`src/hdl/stbw_pkg.sv`:
```
// Shared types and constants for the square-tracing boundary walker.
// No dependencies; every other file of the block imports this package.
package stbw_pkg;

  // Signed grid coordinate: holds -1 .. grid size plus a few off-grid moves.
  localparam int POS_W = 9;
  typedef logic signed [POS_W-1:0] pos_t;

  localparam int SIZE_W  = 7;
  localparam int LEVEL_W = 16;
  localparam int P_W     = 17;
  localparam int COORD_W = 6;

  localparam int MAX_ROWS_DEFAULT    = 64;
  localparam int MAX_COLUMNS_DEFAULT = 64;

  // APB register map
  localparam int CFG_ADDR_W = 4;
  localparam int CFG_DATA_W = 32;
  localparam logic [1:0] REG_GRID_ROWS      = 2'd0;
  localparam logic [1:0] REG_GRID_COLUMNS   = 2'd1;
  localparam logic [1:0] REG_CRITICAL_LEVEL = 2'd2;

  localparam logic [SIZE_W-1:0]  GRID_ROWS_RESET      = 7'd64;
  localparam logic [SIZE_W-1:0]  GRID_COLUMNS_RESET   = 7'd64;
  localparam logic [LEVEL_W-1:0] CRITICAL_LEVEL_RESET = 16'd3277;

  // Input commands
  localparam logic CMD_START  = 1'b0;
  localparam logic CMD_REPORT = 1'b1;

  // Result status codes
  localparam logic [1:0] STATUS_REQUEST = 2'd0;
  localparam logic [1:0] STATUS_CLOSED  = 2'd1;
  localparam logic [1:0] STATUS_NO_EXCL = 2'd2;
  localparam logic [1:0] STATUS_ERROR   = 2'd3;

  typedef enum logic [1:0] {
    HEAD_WEST  = 2'd0,
    HEAD_NORTH = 2'd1,
    HEAD_EAST  = 2'd2,
    HEAD_SOUTH = 2'd3
  } head_t;

  typedef struct packed {
    logic         command;
    logic [P_W-1:0] p_value;
  } in_item_t;

  typedef struct packed {
    logic [COORD_W-1:0] next_row;
    logic [COORD_W-1:0] next_column;
    logic               finished;
    logic [1:0]         status;
  } out_item_t;

  typedef struct packed {
    logic [SIZE_W-1:0]  grid_rows;
    logic [SIZE_W-1:0]  grid_columns;
    logic [LEVEL_W-1:0] critical_level;
  } cfg_t;

  typedef struct packed {
    pos_t       cur_row;
    pos_t       cur_column;
    head_t      heading;
    pos_t       first_hit_row;
    pos_t       first_hit_column;
    logic       first_hit_known;
    logic [1:0] revisit_count;
    logic       walking;
  } walk_state_t;

endpackage

```
`src/hdl/stbw_if.sv`:
```
// Valid/ready channel interfaces for walker commands and walker results.
// Depends on stbw_pkg for the item types.
interface stbw_in_if;
  import stbw_pkg::*;
  logic     valid;
  logic     ready;
  in_item_t item;
  modport source (output valid, output item, input ready);
  modport sink   (input valid, input item, output ready);
endinterface

interface stbw_out_if;
  import stbw_pkg::*;
  logic      valid;
  logic      ready;
  out_item_t item;
  modport source (output valid, output item, input ready);
  modport sink   (input valid, input item, output ready);
endinterface

```
`src/hdl/stbw_cfg_regs.sv`:
```
// APB register file: grid_rows, grid_columns, critical_level.
// Depends on stbw_pkg for the register map and the cfg_t bundle.
module stbw_cfg_regs (
  input  logic                              clk,
  input  logic                              rst_n,
  input  logic                              psel,
  input  logic                              penable,
  input  logic                              pwrite,
  input  logic [stbw_pkg::CFG_ADDR_W-1:0]   paddr,
  input  logic [stbw_pkg::CFG_DATA_W-1:0]   pwdata,
  output logic [stbw_pkg::CFG_DATA_W-1:0]   prdata,
  output logic                              pready,
  output stbw_pkg::cfg_t                    cfg
);
  import stbw_pkg::*;

  cfg_t       cfg_r;
  logic       wr_en;
  logic [1:0] reg_idx;

  assign pready  = 1'b1;
  assign reg_idx = paddr[3:2];
  assign wr_en   = psel && penable && pwrite;
  assign cfg     = cfg_r;

  always_ff @(posedge clk) begin
    if (!rst_n) begin
      cfg_r.grid_rows      <= GRID_ROWS_RESET;
      cfg_r.grid_columns   <= GRID_COLUMNS_RESET;
      cfg_r.critical_level <= CRITICAL_LEVEL_RESET;
    end else if (wr_en) begin
      case (reg_idx)
        REG_GRID_ROWS:      cfg_r.grid_rows      <= pwdata[SIZE_W-1:0];
        REG_GRID_COLUMNS:   cfg_r.grid_columns   <= pwdata[SIZE_W-1:0];
        REG_CRITICAL_LEVEL: cfg_r.critical_level <= pwdata[LEVEL_W-1:0];
        default: ;
      endcase
    end
  end

  always_comb begin
    case (reg_idx)
      REG_GRID_ROWS:      prdata = CFG_DATA_W'(cfg_r.grid_rows);
      REG_GRID_COLUMNS:   prdata = CFG_DATA_W'(cfg_r.grid_columns);
      REG_CRITICAL_LEVEL: prdata = CFG_DATA_W'(cfg_r.critical_level);
      default:            prdata = '0;
    endcase
  end

endmodule

```
`src/hdl/stbw_walk_step.sv`:
```
// One walker step: next walker state and the result item for one command.
// Pure combinational; depends on stbw_pkg for state, config and item types.
module stbw_walk_step #(
  parameter int MAX_ROWS    = stbw_pkg::MAX_ROWS_DEFAULT,
  parameter int MAX_COLUMNS = stbw_pkg::MAX_COLUMNS_DEFAULT
) (
  input  stbw_pkg::cfg_t        cfg,
  input  stbw_pkg::in_item_t    item,
  input  stbw_pkg::walk_state_t st,
  output stbw_pkg::walk_state_t st_nxt,
  output stbw_pkg::out_item_t   res
);
  import stbw_pkg::*;

  // Size registers are 7 bits, so a bound above 127 never clamps.
  localparam int RowCapInt = (MAX_ROWS > 127) ? 127 : MAX_ROWS;
  localparam int ColCapInt = (MAX_COLUMNS > 127) ? 127 : MAX_COLUMNS;
  localparam logic [SIZE_W-1:0] ROW_CAP = SIZE_W'(RowCapInt);
  localparam logic [SIZE_W-1:0] COL_CAP = SIZE_W'(ColCapInt);

  logic [SIZE_W-1:0] rows_eff;
  logic [SIZE_W-1:0] cols_eff;
  pos_t              rows_p;
  pos_t              cols_p;
  logic              excl;
  logic              above;

  always_comb begin
    if (cfg.grid_rows == '0)        rows_eff = SIZE_W'(1);
    else if (cfg.grid_rows > ROW_CAP) rows_eff = ROW_CAP;
    else                              rows_eff = cfg.grid_rows;
    if (cfg.grid_columns == '0)         cols_eff = SIZE_W'(1);
    else if (cfg.grid_columns > COL_CAP) cols_eff = COL_CAP;
    else                                 cols_eff = cfg.grid_columns;
  end

  assign rows_p = pos_t'({2'b00, rows_eff});
  assign cols_p = pos_t'({2'b00, cols_eff});
  assign excl   = item.p_value < {1'b0, cfg.critical_level};
  assign above  = item.p_value > {1'b0, cfg.critical_level};

  function automatic logic on_grid(pos_t r, pos_t c, pos_t nr, pos_t nc);
    return (r >= 0) && (c >= 0) && (r < nr) && (c < nc);
  endfunction

  function automatic walk_state_t advance(walk_state_t s);
    walk_state_t t;
    t = s;
    case (s.heading)
      HEAD_WEST:  t.cur_column = s.cur_column - pos_t'(1);
      HEAD_NORTH: t.cur_row    = s.cur_row + pos_t'(1);
      HEAD_EAST:  t.cur_column = s.cur_column + pos_t'(1);
      HEAD_SOUTH: t.cur_row    = s.cur_row - pos_t'(1);
      default:    t = s;
    endcase
    return t;
  endfunction

  function automatic out_item_t finish(logic [1:0] code);
    out_item_t o;
    o.next_row    = '0;
    o.next_column = '0;
    o.finished    = 1'b1;
    o.status      = code;
    return o;
  endfunction

  always_comb begin
    walk_state_t s;
    logic        closed;
    s      = st;
    closed = 1'b0;
    res    = finish(STATUS_ERROR);

    if (item.command == CMD_START) begin
      s.cur_row          = rows_p - pos_t'(1);
      s.cur_column       = cols_p - pos_t'(1);
      s.heading          = HEAD_WEST;
      s.first_hit_row    = '0;
      s.first_hit_column = '0;
      s.first_hit_known  = 1'b0;
      s.revisit_count    = '0;
      s.walking          = 1'b1;
      res.next_row    = s.cur_row[COORD_W-1:0];
      res.next_column = s.cur_column[COORD_W-1:0];
      res.finished    = 1'b0;
      res.status      = STATUS_REQUEST;
    end else if (!st.walking) begin
      res = finish(STATUS_ERROR);
    end else if (!st.first_hit_known && above &&
                 st.cur_row == rows_p - pos_t'(1) && st.cur_column == '0) begin
      s.walking = 1'b0;
      res = finish(STATUS_NO_EXCL);
    end else begin
      if (!s.first_hit_known && excl) begin
        s.first_hit_known  = 1'b1;
        s.first_hit_row    = s.cur_row;
        s.first_hit_column = s.cur_column;
      end
      if (s.first_hit_known && s.cur_row == s.first_hit_row &&
          s.cur_column == s.first_hit_column) begin
        s.revisit_count = s.revisit_count + 2'd1;
        if (s.revisit_count >= 2'd2) begin
          closed    = 1'b1;
          s.walking = 1'b0;
          res = finish(STATUS_CLOSED);
        end
      end
      if (!closed) begin
        if (!s.first_hit_known) begin
          s = advance(s);
        end else begin
          // left turn on an excluded point, right turn otherwise
          s.heading = excl ? head_t'(2'(s.heading + 2'd3)) : head_t'(2'(s.heading + 2'd1));
          s = advance(s);
          // off-grid points read as not excluded: keep turning right
          for (int i = 0; i < 4; i++) begin
            if (!on_grid(s.cur_row, s.cur_column, rows_p, cols_p)) begin
              s.heading = head_t'(2'(s.heading + 2'd1));
              s = advance(s);
            end
          end
        end
        if (!on_grid(s.cur_row, s.cur_column, rows_p, cols_p)) begin
          s.walking = 1'b0;
          res = finish(STATUS_ERROR);
        end else begin
          res.next_row    = s.cur_row[COORD_W-1:0];
          res.next_column = s.cur_column[COORD_W-1:0];
          res.finished    = 1'b0;
          res.status      = STATUS_REQUEST;
        end
      end
    end
    st_nxt = s;
  end

endmodule

```
`src/hdl/square_tracing_boundary_walker_core.sv`:
```
// Square-tracing boundary walker. A start item places the walker at the
// top-right grid point and requests it; each report item carries the p-value
// of the requested point and yields exactly one result item: the next point
// to request, or a finish code (contour closed, no exclusion in top row,
// error). One item is accepted every cycle while the result register is free
// (a stalled result holds the flow): the input register feeds a combinational
// step (compares, a heading turn and at most five fixed moves) that updates the
// walker state and the result register at the same edge. The APB registers are
// taken to be written only while no item is in flight.
module square_tracing_boundary_walker_core #(
  parameter int MAX_ROWS    = stbw_pkg::MAX_ROWS_DEFAULT,
  parameter int MAX_COLUMNS = stbw_pkg::MAX_COLUMNS_DEFAULT
) (
  input  logic                              clk,
  input  logic                              rst_n,
  stbw_in_if.sink                           in_ch,
  stbw_out_if.source                        out_ch,
  input  logic                              psel,
  input  logic                              penable,
  input  logic                              pwrite,
  input  logic [stbw_pkg::CFG_ADDR_W-1:0]   paddr,
  input  logic [stbw_pkg::CFG_DATA_W-1:0]   pwdata,
  output logic [stbw_pkg::CFG_DATA_W-1:0]   prdata,
  output logic                              pready
);
  import stbw_pkg::*;

  cfg_t        cfg;
  in_item_t    in_item_r;
  logic        in_valid_r;
  out_item_t   out_item_r;
  out_item_t   out_item_nxt;
  logic        out_valid_r;
  walk_state_t walk_r;
  walk_state_t walk_nxt;
  logic        out_free;
  logic        step_en;
  logic        in_ready;

  stbw_cfg_regs u_cfg_regs (
    .clk     (clk),
    .rst_n   (rst_n),
    .psel    (psel),
    .penable (penable),
    .pwrite  (pwrite),
    .paddr   (paddr),
    .pwdata  (pwdata),
    .prdata  (prdata),
    .pready  (pready),
    .cfg     (cfg)
  );

  stbw_walk_step #(
    .MAX_ROWS    (MAX_ROWS),
    .MAX_COLUMNS (MAX_COLUMNS)
  ) u_walk_step (
    .cfg    (cfg),
    .item   (in_item_r),
    .st     (walk_r),
    .st_nxt (walk_nxt),
    .res    (out_item_nxt)
  );

  assign out_free     = !out_valid_r || out_ch.ready;
  assign step_en      = in_valid_r && out_free;
  assign in_ready     = !in_valid_r || out_free;
  assign in_ch.ready  = in_ready;
  assign out_ch.valid = out_valid_r;
  assign out_ch.item  = out_item_r;

  always_ff @(posedge clk) begin
    if (!rst_n) begin
      in_valid_r  <= 1'b0;
      out_valid_r <= 1'b0;
      walk_r.cur_row          <= '0;
      walk_r.cur_column       <= '0;
      walk_r.heading          <= HEAD_WEST;
      walk_r.first_hit_row    <= '0;
      walk_r.first_hit_column <= '0;
      walk_r.first_hit_known  <= 1'b0;
      walk_r.revisit_count    <= '0;
      walk_r.walking          <= 1'b0;
    end else begin
      if (in_ready) in_valid_r <= in_ch.valid;
      if (out_free) out_valid_r <= step_en;
      if (step_en) walk_r <= walk_nxt;
    end
  end

  always_ff @(posedge clk) begin
    if (in_ready && in_ch.valid) in_item_r <= in_ch.item;
    if (step_en) out_item_r <= out_item_nxt;
  end

endmodule

```
`src/flat_wrapper.sv`:
```
// flat-port wrapper written by rule: the top's interface ports become plain ports
module square_tracing_boundary_walker_core_flat import stbw_pkg::*;
#(
  parameter int MAX_ROWS    = stbw_pkg::MAX_ROWS_DEFAULT,
  parameter int MAX_COLUMNS = stbw_pkg::MAX_COLUMNS_DEFAULT
)
  (clk, rst_n, psel, penable, pwrite, paddr, pwdata, prdata, pready, in_ch_valid, in_ch_item, in_ch_ready, out_ch_valid, out_ch_item, out_ch_ready);
  stbw_in_if in_ch_i ();
  stbw_out_if out_ch_i ();
  input  logic clk;
  input  logic rst_n;
  input  logic psel;
  input  logic penable;
  input  logic pwrite;
  input  logic [stbw_pkg::CFG_ADDR_W-1:0] paddr;
  input  logic [stbw_pkg::CFG_DATA_W-1:0] pwdata;
  output logic [stbw_pkg::CFG_DATA_W-1:0] prdata;
  output logic pready;
  input wire logic [$bits(in_ch_i.valid)-1:0] in_ch_valid;
  input wire logic [$bits(in_ch_i.item)-1:0] in_ch_item;
  output wire logic [$bits(in_ch_i.ready)-1:0] in_ch_ready;
  output wire logic [$bits(out_ch_i.valid)-1:0] out_ch_valid;
  output wire logic [$bits(out_ch_i.item)-1:0] out_ch_item;
  input wire logic [$bits(out_ch_i.ready)-1:0] out_ch_ready;
  assign in_ch_i.valid = in_ch_valid;
  assign in_ch_i.item = in_ch_item;
  assign in_ch_ready = in_ch_i.ready;
  assign out_ch_valid = out_ch_i.valid;
  assign out_ch_item = out_ch_i.item;
  assign out_ch_i.ready = out_ch_ready;
  square_tracing_boundary_walker_core #(.MAX_ROWS(MAX_ROWS), .MAX_COLUMNS(MAX_COLUMNS)) u_core (.clk(clk), .rst_n(rst_n), .in_ch(in_ch_i), .out_ch(out_ch_i), .psel(psel), .penable(penable), .pwrite(pwrite), .paddr(paddr), .pwdata(pwdata), .prdata(prdata), .pready(pready));
endmodule
```
`config.mk`:
```
export PLATFORM = sky130hd
export DESIGN_NAME = square_tracing_boundary_walker_core_flat
export DESIGN_NICKNAME = d
export VERILOG_FILES = /design/src/hdl/stbw_pkg.sv /design/src/hdl/stbw_if.sv /design/src/hdl/stbw_cfg_regs.sv /design/src/hdl/stbw_walk_step.sv /design/src/hdl/square_tracing_boundary_walker_core.sv /design/src/flat_wrapper.sv
export SDC_FILE = /design/constraint.sdc
export NUM_CORES = 1
export LEC_CHECK = 0
export ABC_AREA = 1
export CORE_ASPECT_RATIO = 1.5
export CORE_MARGIN = 2
export CORE_UTILIZATION = 45
export CTS_CLUSTER_DIAMETER = 50
export DETAILED_ROUTE_END_ITERATION = 12
export DONT_BUFFER_PORTS = 1
export GPL_ROUTABILITY_DRIVEN = 0
export PLACE_DENSITY = 0.7
export SYNTH_ARGS = -nofsm -noshare
export SYNTH_HDL_FRONTEND = slang
export SYNTH_SLANG_ARGS = --single-unit
```
`constraint.sdc`:
```
create_clock -name clk -period 12.1 [get_ports clk]
set_input_delay 3.63 -clock clk [delete_from_list [all_inputs] [get_ports clk]]
set_output_delay 3.63 -clock clk [all_outputs]
set_load 0.1 [all_outputs]
```
==> summary.md <==
| Metric | Value |
|---|---|
| Layout cells sized above 1 | 0.1892 |
| CTS max path bufs | 2 |
| Post-DP HPWL | 31030 um |
| GRT overflow | 0 |
| Sink Count | 107 |
| Final Hold Violating Endpoints | 0 |
| Clock root cell | clkbuf_16 |
| Status | complete, no violations |
| Starting density of the core | 0.4571 |
| Port bufs | 0 |
| DR WL/cell | 16.61 um |
| Most used cell, CP | inv_1 |
| Synthesized cell area | 0.01244 mm2 |
| Hold/Removal Path Class | register to register |
| Ys Warns | 0 |
| Fin crit share | 0.9511 |
| Site row count | 74 |
| Post-CTS Hold Buffers | 0 |
| Reg area | 0.002472 mm2 |
| Cell family with most CP delay | compound AO/OA/AOI/OAI gates |
| Worst Max-Slew Pin Slew | 1.236 ns |
| Minimum clock period | 11.51 ns |
| Die span in x | 139.8 um |
| CTS H-Tree Depth | 3 |
| Initial antenna violation count | 0 |
| Vias in the first global route | 12810 |
| Ant diodes | 0 |
| Via/cell ratio | 5.612 |
| Buf/Inv on CP | 15 |
| Seq cells post-synth | 107 |
| Final nets | 2239 |
| Max-capacitance violation count | 0 |
| Area of the multi-input gates | 0.008972 mm2 |
| DIE HEIGHT | 207.7 um |
| Initial DRC count | 1035 |
| Mapped Cells | 1846 |
| Worst EP required | 12.30 ns |
| DRC errors left | 0 |
| Count of final setup violators | 0 |
| Syn avg cell area | 6.741 um2 |
| Post-synth EDFFs | 33 |
| Kind of critical path | register to register |
| Slew Limit Fails | 0 |
| CTS Buf Count | 9 |
| Slew headroom | 0.1741 |
| Placed instance area | 0.01416 mm2 |
| Max Freq | 86.90 MHz |
| Clk pin slew, worst setup/hold paths | 0.08 ns |
| Worst Path Arrival | 11.71 ns |
| Final wirelength | 39310 um |
| Global Route Usage Sum | 0.2627 |
| Synth async-reset ratio | 0 |
| Core ar. | 0.02722 mm2 |
| Clk_skew | 0.008785 ns |
| Critical Path Fanout Max | 8 |
| Total iterations of the first detailed-routing run | 8 |
| Startpoint types | register |
| CP endpoint kind | register |
| Antenna viol nets, final | 0 |
| Worst setup margin | 0.5920 ns |
| Post-synth top flop | dfxtp_1 |
| Register area share after synthesis | 0.1987 |
| Largest net degree at the start of global routing | 50 |
| CP peak stage delay | 0.47 ns |
| Fillers | 2682 |
| Die area | 0.02903 mm2 |
| Global-route wire length before repair | 62870 um |
| Area Growth Syn to Fin | 19.29% |
| Synth cell types | 64 |
| I/O pin total | 111 |
| Slowest CP cell | fa_1 |
| Via Count | 13280 |
| CTS tree | done |
| Setup WS pre-CTS | -0.2490 ns |
| Final std cell area, no fill | 0.01484 mm2 |
| Worst-Skew Late Latency | 0.36 ns |
## flip-flops by register name, summed over array words and instances, names as in the netlist
register and flops:
u_core.out_ch.item 15, u_core.in_item_r 18, u_core.walk_r 42, u_core.in_valid_r 1, u_core.out_ch.valid 1, u_core.u_cfg_regs.cfg 30
## per-stage QoR
stage / setup TNS [ns] / hold WS (ns) / util / cells
final: 0 / 0.4608 / 0.5453 / 2366
after global placement: -0.3038 / 0.4417 / 0.5202 / 2340
after global routing: -1.415 / 0.4979 / 0.5453 / 2366
after detailed placement: -2.505 / 0.4529 / 0.5202 / 2340
after CTS: 0 / 0.4661 / 0.5330 / 2356
after floorplan: 0 / 0.4316 / - / 1861
## layout by cell type, fill, tap and decap left out, drive strengths merged, types with 2 or more instances in the layout
cell type  count
edfxtp        33
conb          17
dfxtp         74
o31ai          3
fa             8
o21a           2
or2            9
mux2i          5
clkbuf        10
o21ai        147
a221oi         3
inv          264
nand2        384
nor2         153
a31oi         18
nand3        100
a21o           5
ha           151
clkinv         4
xnor2         23
nor4           6
xor2          57
nand4         15
a32oi          2
nor3          31
a22oi          3
o21bai         5
a211o          3
o2111ai        3
o22ai         12
buf          222
nor3b          3
a211oi        35
o221ai        17
o211ai        17
a21oi        172
## worst register-to-register path, delay by kind of cell (launching register included)
kind,cells,cell delay [ns]
adder cells (fa/ha/maj),8,2.43
AND/OR/NAND/NOR,25,2.83
buffers and inverters,15,1.90
flip-flops,1,0.34
AO/OA/AOI/OAI,22,3.73
XOR/XNOR,1,0.15
## cells in the mapped netlist (9+ instances only)
library cell / instances / area [um2]
edfxtp_1: 33 / 991.0
nand3_1: 91 / 455.4
inv_1: 248 / 930.9
a21oi_1: 170 / 850.8
nand2_2: 9 / 56.30
nand2_1: 370 / 1389
o211ai_1: 17 / 127.6
nand4_1: 14 / 87.58
o22ai_1: 11 / 68.82
clkbuf_1: 36 / 135.1
inv_2: 9 / 33.78
nor3_1: 31 / 155.2
a31oi_1: 18 / 112.6
dfxtp_1: 74 / 1481
nor2_1: 142 / 533.0
o21ai_2: 9 / 78.83
ha_1: 151 / 1889
o21ai_0: 133 / 665.6
buf_4: 22 / 165.2
o221ai_1: 17 / 148.9
xor2_1: 56 / 490.5
a211oi_1: 35 / 262.8
xnor2_1: 23 / 201.4
## area by class of cell
cell class | count | area share
clock inverter | 6 | 0.004215
tap | 342 | 0.02883
clock buffer | 10 | 0.01610
timing repair buffer | 222 | 0.1130
inverter | 262 | 0.06676
sequential | 107 | 0.1666
multi-input combinational | 1417 | 0.6045
## kinds of logic (layout without fill, tap and decap cells)
family / Yosys count / in the layout / synth area share
XOR/XNOR: 80 / 80 / 0.05691
flip-flops: 107 / 107 / 0.1987
multiplexers: 5 / 5 / 0.004022
adder cells (fa/ha/maj): 159 / 159 / 0.1647
AND/OR/NAND/NOR: 703 / 703 / 0.2471
AO/OA/AOI/OAI: 453 / 453 / 0.2137
buffers and inverters: 337 / 500 / 0.1143
other: 2 / 17 / 0.0006035
## per-layer routing
metal | track usage | share of wire | vias up
li1 | - | - | 6546
met1 | 0.2888 | 0.37 | 6112
met2 | 0.4631 | 0.50 | 457
met3 | 0.03414 | 0.052 | 164
met4 | 0.1838 | 0.080 | 0
met5 | 0 | 0 | -
## what timing repair did
action,4_1_cts,5_1_grt
endpoints found under the setup margin,15,16
resized for setup,9,78
setup buffers,0,10
endpoints found under the hold margin,0,0
pin swaps,0,20
## path summary, 6_finish.rpt
| check | to | cells past startpoint | slack, ns | from |
|---|---|---|---|---|
| setup reg to reg | u_core.out_ch.item[11] | 71 | 0.59 | u_core.u_cfg_regs.cfg[2] |
| hold / removal | u_core.walk_r[18] | 2 | 0.46 | u_core.walk_r[18] |
| hold reg to reg | u_core.walk_r[18] | 2 | 0.46 | u_core.walk_r[18] |
| setup / recovery | u_core.out_ch.item[11] | 71 | 0.59 | u_core.u_cfg_regs.cfg[2] |
Power is not shown: default switching activity piles up to over one toggle a cycle in this logic, so the estimate is an artifact.
